<file path="config.mk">
export PLATFORM = sky130hd
export DESIGN_NAME = tcr_ctrl
export DESIGN_NICKNAME = d
export VERILOG_FILES = /design/src/hw/rtl/triangle_coverage_rasterizer_assert.svh /design/src/hw/rtl/tcr_pkg.sv /design/src/hw/rtl/tcr_ctrl.sv
export SDC_FILE = /design/constraint.sdc
export NUM_CORES = 1
export LEC_CHECK = 0
export ABC_AREA = 1
export BUFFER_PORTS_ARGS = -buffer_cell sky130_fd_sc_hd__buf_2
export CAP_MARGIN = 20
export CORE_AREA = 5 5 42 44
export CTS_CLUSTER_DIAMETER = 80
export DETAILED_ROUTE_END_ITERATION = 6
export DIE_AREA = 0 0 47 49
export PLACE_DENSITY = 0.73
export SYNTH_ARGS = -nofsm -noshare
export SYNTH_HDL_FRONTEND = slang
export SYNTH_SLANG_ARGS = --single-unit
</file>
<file path="constraint.sdc">
create_clock -name clk -period 1.8 [get_ports clk]
set_input_delay 0 -clock clk [delete_from_list [all_inputs] [get_ports clk]]
set_output_delay 0 -clock clk [all_outputs]
set_load 0.02 [all_outputs]
</file>
<file path="src/hw/rtl/triangle_coverage_rasterizer_assert.svh">
// Assertion macros for the triangle coverage rasterizer.
// Each macro expects clk and arst_n to be visible where it is used.
`ifndef TRIANGLE_COVERAGE_RASTERIZER_ASSERT_SVH
`define TRIANGLE_COVERAGE_RASTERIZER_ASSERT_SVH

// Same-cycle implication, checked outside reset.
`define TCR_ASSERT_IMP(lbl, ante, cons) \
	lbl: assert property (@(posedge clk) disable iff (!arst_n) (ante) |-> (cons)) \
		else $error("rasterizer check failed");

// Next-cycle implication, checked outside reset.
`define TCR_ASSERT_NXT(lbl, ante, cons) \
	lbl: assert property (@(posedge clk) disable iff (!arst_n) (ante) |=> (cons)) \
		else $error("rasterizer check failed");

`endif

</file>
<file path="src/hw/rtl/tcr_pkg.sv">
// Shared constants, types and command/status structs of the triangle coverage rasterizer.
// No dependencies; used by tcr_ctrl, tcr_datapath and the top level.
package tcr_pkg;

	localparam int SCREEN_WIDTH  = 320;
	localparam int SCREEN_HEIGHT = 200;
	localparam int NUM_PIXELS    = SCREEN_WIDTH * SCREEN_HEIGHT;

	// Field widths fixed by the interface.
	localparam int COORD_W = 12;
	localparam int RDX_W   = 9;
	localparam int RDY_W   = 8;
	localparam int CNT_W   = 16;

	// Internal widths.
	localparam int X_W     = $clog2(SCREEN_WIDTH);
	localparam int Y_W     = $clog2(SCREEN_HEIGHT);
	localparam int ADDR_W  = $clog2(NUM_PIXELS);
	localparam int DELTA_W = COORD_W + 1;
	localparam int PROD_W  = 2 * DELTA_W;
	localparam int ACC_W   = PROD_W + 2;

	typedef logic signed [COORD_W-1:0] coord_t;
	typedef logic signed [DELTA_W-1:0] delta_t;
	typedef logic signed [PROD_W-1:0]  prod_t;
	typedef logic signed [ACC_W-1:0]   acc_t;

	// Product schedule of the setup multiplier.
	localparam int MUL_SEL_W = 3;
	localparam logic [MUL_SEL_W-1:0] MS_AREA_A = 3'd0;
	localparam logic [MUL_SEL_W-1:0] MS_AREA_B = 3'd1;
	localparam logic [MUL_SEL_W-1:0] MS_W0_A   = 3'd2;
	localparam logic [MUL_SEL_W-1:0] MS_W0_B   = 3'd3;
	localparam logic [MUL_SEL_W-1:0] MS_W1_A   = 3'd4;
	localparam logic [MUL_SEL_W-1:0] MS_W1_B   = 3'd5;
	localparam logic [MUL_SEL_W-1:0] MS_W2_A   = 3'd6;
	localparam logic [MUL_SEL_W-1:0] MS_W2_B   = 3'd7;
	localparam logic [MUL_SEL_W-1:0] MS_FIRST  = MS_AREA_A;
	localparam logic [MUL_SEL_W-1:0] MS_LAST   = MS_W2_B;

	// Commands from the controller to the datapath.
	typedef struct packed {
		logic                 load;
		logic                 box;
		logic                 offs;
		logic                 mul_en;
		logic [MUL_SEL_W-1:0] mul_sel;
		logic                 walk_init;
		logic                 walk_en;
		logic                 clear_en;
		logic                 rd_en;
		logic                 res_load;
	} tcr_cmd_t;

	// Status from the datapath to the controller.
	typedef struct packed {
		logic clear_last;
		logic area_zero;
		logic box_empty;
		logic walk_last;
	} tcr_stat_t;

endpackage

</file>
<file path="src/hw/rtl/tcr_ctrl.sv">
// Controller state machine of the triangle coverage rasterizer.
// Depends on tcr_pkg; drives tcr_datapath through tcr_cmd_t and reads tcr_stat_t.
module tcr_ctrl (
	input  logic              clk,
	input  logic              arst_n,
	input  logic              in_valid,
	output logic              in_ready,
	input  logic              read_cmd,
	output logic              out_valid,
	input  logic              out_ready,
	output tcr_pkg::tcr_cmd_t cmd,
	input  tcr_pkg::tcr_stat_t stat
);
	import tcr_pkg::*;

	localparam logic [3:0] S_CLEAR = 4'd0;
	localparam logic [3:0] S_IDLE  = 4'd1;
	localparam logic [3:0] S_BOX   = 4'd2;
	localparam logic [3:0] S_OFFS  = 4'd3;
	localparam logic [3:0] S_MUL   = 4'd4;
	localparam logic [3:0] S_DRAIN = 4'd5;
	localparam logic [3:0] S_CHECK = 4'd6;
	localparam logic [3:0] S_WALK  = 4'd7;
	localparam logic [3:0] S_READ  = 4'd8;
	localparam logic [3:0] S_DONE  = 4'd9;

	logic [3:0]           state_q, state_d;
	logic [MUL_SEL_W-1:0] step_q;
	logic                 out_valid_q;
	logic                 res_take;

	assign in_ready  = (state_q == S_IDLE);
	assign out_valid = out_valid_q;
	// The result register is free when empty or being drained this cycle.
	assign res_take  = (state_q == S_DONE) && (!out_valid_q || out_ready);

	// Next state and commands.
	always_comb begin
		state_d       = state_q;
		cmd           = '0;
		cmd.mul_sel   = step_q;
		cmd.res_load  = res_take;
		case (state_q)
			S_CLEAR: begin
				cmd.clear_en = 1'b1;
				if (stat.clear_last) begin
					state_d = S_IDLE;
				end
			end
			S_IDLE: begin
				if (in_valid) begin
					cmd.load = 1'b1;
					state_d  = read_cmd ? S_READ : S_BOX;
				end
			end
			S_BOX: begin
				cmd.box = 1'b1;
				state_d = S_OFFS;
			end
			S_OFFS: begin
				cmd.offs = 1'b1;
				state_d  = S_MUL;
			end
			S_MUL: begin
				cmd.mul_en = 1'b1;
				if (step_q == MS_LAST) begin
					state_d = S_DRAIN;
				end
			end
			S_DRAIN: begin
				state_d = S_CHECK;
			end
			S_CHECK: begin
				cmd.walk_init = 1'b1;
				if (stat.area_zero || stat.box_empty) begin
					state_d = S_DONE;
				end else begin
					state_d = S_WALK;
				end
			end
			S_WALK: begin
				cmd.walk_en = 1'b1;
				if (stat.walk_last) begin
					state_d = S_DONE;
				end
			end
			S_READ: begin
				cmd.rd_en = 1'b1;
				state_d   = S_DONE;
			end
			S_DONE: begin
				if (res_take) begin
					state_d = S_IDLE;
				end
			end
			default: begin
				state_d = S_IDLE;
			end
		endcase
	end

	// State, product step counter and result valid flag.
	always_ff @(posedge clk or negedge arst_n) begin
		if (!arst_n) begin
			state_q     <= S_CLEAR;
			step_q      <= MS_FIRST;
			out_valid_q <= 1'b0;
		end else begin
			state_q <= state_d;
			if (state_q == S_OFFS) begin
				step_q <= MS_FIRST;
			end else if (state_q == S_MUL) begin
				step_q <= step_q + 1'b1;
			end
			if (res_take) begin
				out_valid_q <= 1'b1;
			end else if (out_ready) begin
				out_valid_q <= 1'b0;
			end
		end
	end

endmodule

</file>
## Word-level counts from Yosys, hierarchy flattened

Cells that the tools add are included.

| word-level totals | value |
|---|---|
| word-level logic and storage cells | 48 |
| bits in registers | 8 |
| bits of input ports | 9 |
| output and inout bits | 14 |

| operators by class | value |
|---|---|
| eq/ne operators | 15 |
| add/subtract/negate cells | 1 |
| reductions and logical operators | 8 |
| mux-type cells | 21 |

Operators by type and width:

| cell | count |
|---|---|
| $pmux W4 S10 | 1 |
| $mux W4 | 7 |
| $eq A4 B3 Y1 const B | 4 |
| $mux W1 | 11 |
| $ne A2 B2 Y1 const B | 5 |
| $eq A4 B2 Y1 const B | 2 |
| $eq A4 B4 Y1 const B | 2 |
| $mux W3 | 2 |
| $reduce_and A5 Y1 | 1 |
| $eq A4 B1 Y1 const B | 1 |
| $logic_not A4 Y1 | 1 |
| $reduce_bool A2 Y1 | 2 |
| $add A3 B1 Y3 const B | 1 |
| $eq A3 B3 Y1 const B | 1 |
| $logic_or A1 B1 Y1 | 2 |
| $logic_and A1 B1 Y1 | 1 |
| $logic_not A1 Y1 | 1 |

## Longest topological paths before layout

Gate-level depths: netlist of run 1.

| logic depth | value |
|---|---|
| word-level depth | 5 |
| gate-level depth with buffers | 9 |
| gate-level depth less buffers | 9 |

## Worst setup path before layout of run 1

No wires, ideal clock.

| timing path | value |
|---|---|
| kind | reg2reg |
| start | register step_q[0] |
| end | register state_q[0] |
| buffers on the path | 0 |
| stages on the path, launching flop included | 8 |
| setup slack | 0.456 ns |
| data arrival time | 1.223 ns |
| library setup time | 0.121 ns |
| required time | 1.679 ns |
| period minus slack after synthesis | 1.344 ns |
| cell sequence | dfrtp_1 ha_1 ha_1 nand3b_1 nand2_2 nor2_2 nand2_1 nand2_1 |

| between the ends | value |
|---|---|
| longest elaborated chain between the ends | 3 |

RTL lines:

| what | line | RTL |
|---|---|---|
| start: declaration | tcr_ctrl.sv:28 | `logic [MUL_SEL_W-1:0] step_q;` |
| start signal: assignment | tcr_ctrl.sv:113 | `step_q <= step_q + 1'b1;` |
| $eq A3 B3 Y1 | tcr_ctrl.sv:66 | `if (step_q == MS_LAST) begin` |
| $ne A2 B2 Y1 (no line) | - |  |
| $reduce_and A5 Y1 (no line) | - |  |
| end signal: assignment | tcr_ctrl.sv:109 | `state_q <= state_d;` |
| end: declaration | tcr_ctrl.sv:27 | `logic [3:0] state_q, state_d;` |

Every way passes these cells.
A chain may end at the register's enable or synchronous reset.

==> results of run 1 <==
[how the worst min path moves through the flow]
stage               startpoint         end  slack [ns]  cells past startpoint
detailed placement      arst_n   out_valid       -0.15                      1
finish                 stat[0]  state_q[1]        0.02                      4
global route           stat[0]  state_q[1]        0.02                      4
floorplan               arst_n   out_valid       -0.30                      0
CTS                    stat[0]  state_q[1]        0.01                      4
global placement        arst_n   out_valid       -0.15                      1
[power by group]
group	leakage, nW	switching (mW)	internal, mW
clock network	0.0138	0.0554	0.0759
registers	0.104	0.0846	0.253
logic	0.355	0.457	0.237
total	0.473	0.597	0.565
[critical path: cells and delay by family (launching register included)]
kind / cells / cell delay (ns)
buffers and inverters: 2 / 0.28
AND/OR/NAND/NOR: 2 / 0.46
flip-flops: 1 / 0.43
[area by class of cell]
type,instances,area (µm²)
Fill cell,154,654
Multi-Input combinational cell,62,310
Sequential cell,8,200
Timing Repair Buffer,24,130
Inverter,17,63.8
Clock buffer,3,22.5
Tap cell,16,20.0
[stage by stage]
step                      util, %  instances  hold WS, ns  power [mW]
after floorplan                 -         88       -0.296       0.835
after global placement       50.3        125       -0.152        1.02
after detailed placement     50.3        125       -0.150        1.03
after CTS                    53.3        130       0.0139        1.18
after global routing         53.3        130       0.0220        1.28
final                        53.3        130       0.0199        1.16
[timing repair]
item	CTS	global route
endpoints found under the setup margin	0	0
gates resized for setup	0	0
hold buffers	2	0
setup buffers	0	0
endpoints found under the hold margin	9	0
[metal layers]
metal	vias to the layer above	global-route usage [%]	share of wire, %	wire [µm]
li1	323	-	-	-
met1	280	17.1	42	563
met2	10	21.0	52	690
met3	2	1.11	4.9	65
met4	0	5.53	0.68	9
met5	-	0	0	0
[flip-flops by register name, indices dropped and copies added (netlist names)]
register,cells
state_q,4
step_q,3
out_valid,1
[cells by family after synthesis]
family	after synthesis
simple gates	54
fa+ha+maj	2
compound gates	6
buf+inv	18
flops	8
[layout by cell type (no fill, tap or decap), drive strengths merged]
master | synthesis | final
nand2 | 24 | 24
buf | 1 | 22
nor2 | 18 | 18
inv | 17 | 17
nand3 | 9 | 9
dfrtp | 8 | 8
o21ai | 3 | 3
clkbuf | 0 | 3
nand3b | 2 | 2
o21bai | 2 | 2
ha | 2 | 2
dlygate4sd3 | 0 | 2
nor3 | 1 | 1
o211ai | 1 | 1
[synth_stat cells, drive strengths merged]
cell	n
buf	1
dfrtp	8
ha	2
inv	17
nand2	24
nand3	9
nand3b	2
nor2	18
nor3	1
o211ai	1
o21ai	3
o21bai	2
==> metrics.yaml, run 1 <==
clock_tree:
  cts_tree: "done"
  cts_root_buf: "clkbuf_4"
  cts_num_sinks: 8
  h-tree-depth: 1
  cts_buffer_depth: 2
  cts_made_buffers: 3
  worstSkewPairLatency_ns: 0.25
  clk_pin_slew_ns: 0.05
die:
  start_util_pct: 41.5
  ios: 23
  die_area_mm2: 0.00230
  die_w_um: 47
  core_mm2: 0.00140
  die_h_um: 49
  rows: 14
global_routing:
  grt_pass1_wl_um: 2280
  grt_pass1_vias: 573
  antenna_found_initial: 0
  gr-usage-all-layers_pct: 13.0
  gr-total-overflow: 0
  grt_max_degree: 9
sta:
  fmax_mhz: 707
  worstMarginPinSlew_ns: 0.290
  setup_ws_ns: 0.386
  maxSlewHeadroom_pct: 80.6
  setup_tns_ns: 0
  min_period_over_period_pct: 78.5
  fin_skew_ns: 0.00239
  finalMaxSlewViolations: 0
  setup_violations: 0
  rsz0062_at_grt: "no"
  hold_viol_final: 0
  period_needed_ns: 1.41
critical_path:
  cp-start-kind: "register"
  worstReg2RegStart: "step_q[0]"
  ff2ff_setup_slack_ns: 0.46
  arrival_ns: 1.41
  crit_start: "state_q[1]"
  reg2regPathDepth: 7
  crit_slowest_cell: "dfrtp_1"
  crit_path_end: "cmd[8]"
  rr_endpoint: "state_q[0]"
  worst_ep_required_time_ns: 1.80
  slowest_delay_ns: 0.43
  worst-setup-path-type: "register to primary output"
  path_cells: "nor2_1 > nand2_1 > inv_1 > buf_2"
  end_kind: "primary output"
  crit_fanout: 7
yosys:
  synth_xor_area_share_pct: 0
  syn_inst: 88
  synth_nets: 99
  ys_top_cells_by_area: "dfrtp_1 (34%), nand2_1 (14%), inv_1 (8.4%)"
  synth_area_per_cell_um2: 6.61
  synthAdderAreaFrac_pct: 4.30
  synth_top_family_by_area: "simple AND/OR/NAND/NOR gates"
  synth_area_leader_cell: "dfrtp_1"
  synth_seq_area_share_pct: 34.4
  ys_types: 16
  synth-simple-area-share_pct: 42.6
  yosysTopAreaCellShare_pct: 34.4
  yosys_register_bits: 8
  synthMuxAreaShare_pct: 0
  ys_warn_count: 0
  synth_area_um2: 582
  synth_compound_area_share_pct: 6.45
power:
  p_leak_nw: 0.473
  vdd_ir_drop_max_uv: 684
  p_per_area_mw_per_mm2: 1560
final_layout:
  design_area_um2: 747
  antenna_cells: 0
  syn_to_final_growth_pct: 28.4
  nNetsFinal: 127
  drive_gt1_share_pct: 32.5
worst_hold_path:
  hold_path_class: "primary input to register"
detailed_routing:
  ant_nets: 0
  drcViolationCount: 0
  vias: 615
  drt_iter0_drc: 7
  routed_via_density: 4.73
  drt-total-wl_um: 1330
  post_drt_wl_per_cell_um: 10.2
  first_pass_iters: 4
placement:
  placed_cell_area_um2: 704
  dp_slack_ns: 0.474
  gp_congestion: 0.813
  dpl.hpwl_um: 1110
  portBuffers: 22
status:
  outcome: "complete, no violations"
job:
  maxCapViolCount: 0
Power figures use the tool's default switching activity.
==> inputs of run 2 (changes only) <==
Settings changed: CORE_AREA 5 5 42 44 to default, CORE_MARGIN from default to 5, CORE_UTILIZATION from default to 41, DIE_AREA 0 0 47 49 to default, PLACE_DENSITY 0.73 to 0.72.
Clock period 1.8 ns to 1.3 ns, I/O delays scaled along.
==> metrics.yaml, run 2 (synthesized netlist as in run 1, its figures left out) <==
sta:
  hold_ws_ns: 0.0223
  hold_viol_final: 0
  setup_violations: 0
  fmax_mhz: 787
  worstMarginPinSlew_ns: 0.199
  min_period_over_period_pct: 97.8
  period_needed_ns: 1.27
  maxSlewHeadroom_pct: 86.8
  finalMaxSlewViolations: 0
  fin_skew_ns: 0.00167
global_routing:
  grt_max_degree: 9
  gr-usage-all-layers_pct: 13.8
  gr-total-overflow: 0
  antenna_found_initial: 0
  grt_pass1_vias: 551
  grt_pass1_wl_um: 2190
detailed_routing:
  drt_iter0_drc: 3
  ant_nets: 0
  drcViolationCount: 0
  first_pass_iters: 4
  post_drt_wl_per_cell_um: 11.3
  drt-total-wl_um: 1520
  routed_via_density: 4.89
  vias: 660
final_layout:
  fillers: 123
  nNetsFinal: 132
  drive_gt1_share_pct: 50.8
  regMostFlops: "state_q"
  design_area_um2: 888
  syn_to_final_growth_pct: 52.7
  layout_common_cells: "nand2_1 (19), buf_2 (17), inv_1 (10), nor2_1 (9), buf_4 (9)"
  largest_register_ffs: 4
  antenna_cells: 0
  layout_commonest_cell: "nand2_1"
die:
  die_h_um: 47.7
  ios: 23
  start_util_pct: 44.2
  die_area_mm2: 0.00227
  rows: 13
  die_w_um: 47.7
  core_mm2: 0.00132
clock_tree:
  cts_tree: "done"
  worstSkewPairLatency_ns: 0.25
  cts_buffer_depth: 2
  cts_root_buf: "clkbuf_4"
  cts_made_buffers: 3
  h-tree-depth: 1
  clk_pin_slew_ns: 0.06
  cts_num_sinks: 8
critical_path:
  end_kind: "register"
  arrival_ns: 1.40
  worst_path_dominant_cell_family: "flip-flops"
  path_cells: "ha_4 > ha_4 > nand3b_1 > nand2_2 > nor2_4 > nand2_1 > nand2_1"
  crit_slowest_cell: "dfrtp_2"
  cp-start-kind: "register"
  slowest_delay_ns: 0.42
  crit_buf_inv: 0
  crit_fanout: 3
  worst-setup-path-type: "register to register"
  worst_ep_required_time_ns: 1.43
placement:
  portBuffers: 22
  dpl.hpwl_um: 1140
  gp_congestion: 0.811
  placed_cell_area_um2: 713
power:
  p_leak_nw: 0.497
  p_per_area_mw_per_mm2: 2220
  vdd_ir_drop_max_uv: 1150
status:
  outcome: "complete, no violations"
worst_hold_path:
  hold_path_class: "primary input to register"
job:
  maxCapViolCount: 0
-- run 2: final cells by class --
class	count	area (µm²)	share of cell area (%)
Inverter	17	66.3	7.46
Clock buffer	4	26.3	2.96
Multi-Input combinational cell	62	385	43.4
Tap cell	15	18.8	2.11
Timing Repair Buffer	29	184	20.7
Sequential cell	8	208	23.4
-- run 2: final timing paths --
kind / startpoint / end / slack [ns] / cells past startpoint
setup reg to reg: step_q[1] / state_q[0] / 0.03 / 7
max in group asynchronous: arst_n / state_q[2] / 1.01 / 2
min in group asynchronous: arst_n / state_q[1] / 0.11 / 2
hold / removal: stat[0] / state_q[1] / 0.02 / 4
hold reg to reg: out_valid / out_valid / 0.56 / 2
setup / recovery: step_q[1] / state_q[0] / 0.03 / 7
-- run 2: worst register-to-register path, cell delays in order, from the launching register on --
cell and delay (ns):
dfrtp_2 0.42, ha_4 0.17, ha_4 0.14, nand3b_1 0.16
nand2_2 0.11, nor2_4 0.04, nand2_1 0.05, nand2_1 0.06
-- run 2: per-stage QoR --
| step | util [%] | setup WS (ns) | setup TNS, ns | cells | total power, mW |
|---|---|---|---|---|---|
| after global routing | 67.4 | -0.00479 | -0.00900 | 135 | 2.13 |
| final | 67.4 | 0.0288 | 0 | 135 | 1.98 |
| after CTS | 59.0 | -0.0132 | -0.0132 | 131 | 1.71 |
| after floorplan | - | 0.00473 | 0 | 88 | 1.18 |
| after global placement | 54.1 | 0.0302 | 0 | 124 | 1.43 |
| after detailed placement | 54.1 | 0.000582 | 0 | 124 | 1.45 |
-- run 2: per-layer routing --
layer	up-vias	track usage, %	routed length, µm
met5	-	0	0
li1	338	-	-
met3	2	2.63	76
met1	307	16.3	662
met2	13	23.3	773
met4	0	8.06	9
-- run 2: where the power goes --
part	switching (mW)	leakage, nW	total, mW	internal [mW]
logic	0.746	0.386	1.25	0.505
clock network	0.0854	0.0150	0.203	0.117
registers	0.158	0.0963	0.522	0.363
total	0.990	0.497	1.98	0.986
-- run 2: what timing repair did --
item	CTS	global route
cloned	0	0
gates resized for setup	4	24
pin swaps	0	6
setup endpoints to repair	5	13
hold buffers	2	0
hold endpoints to repair	9	0
buffers inserted	1	4
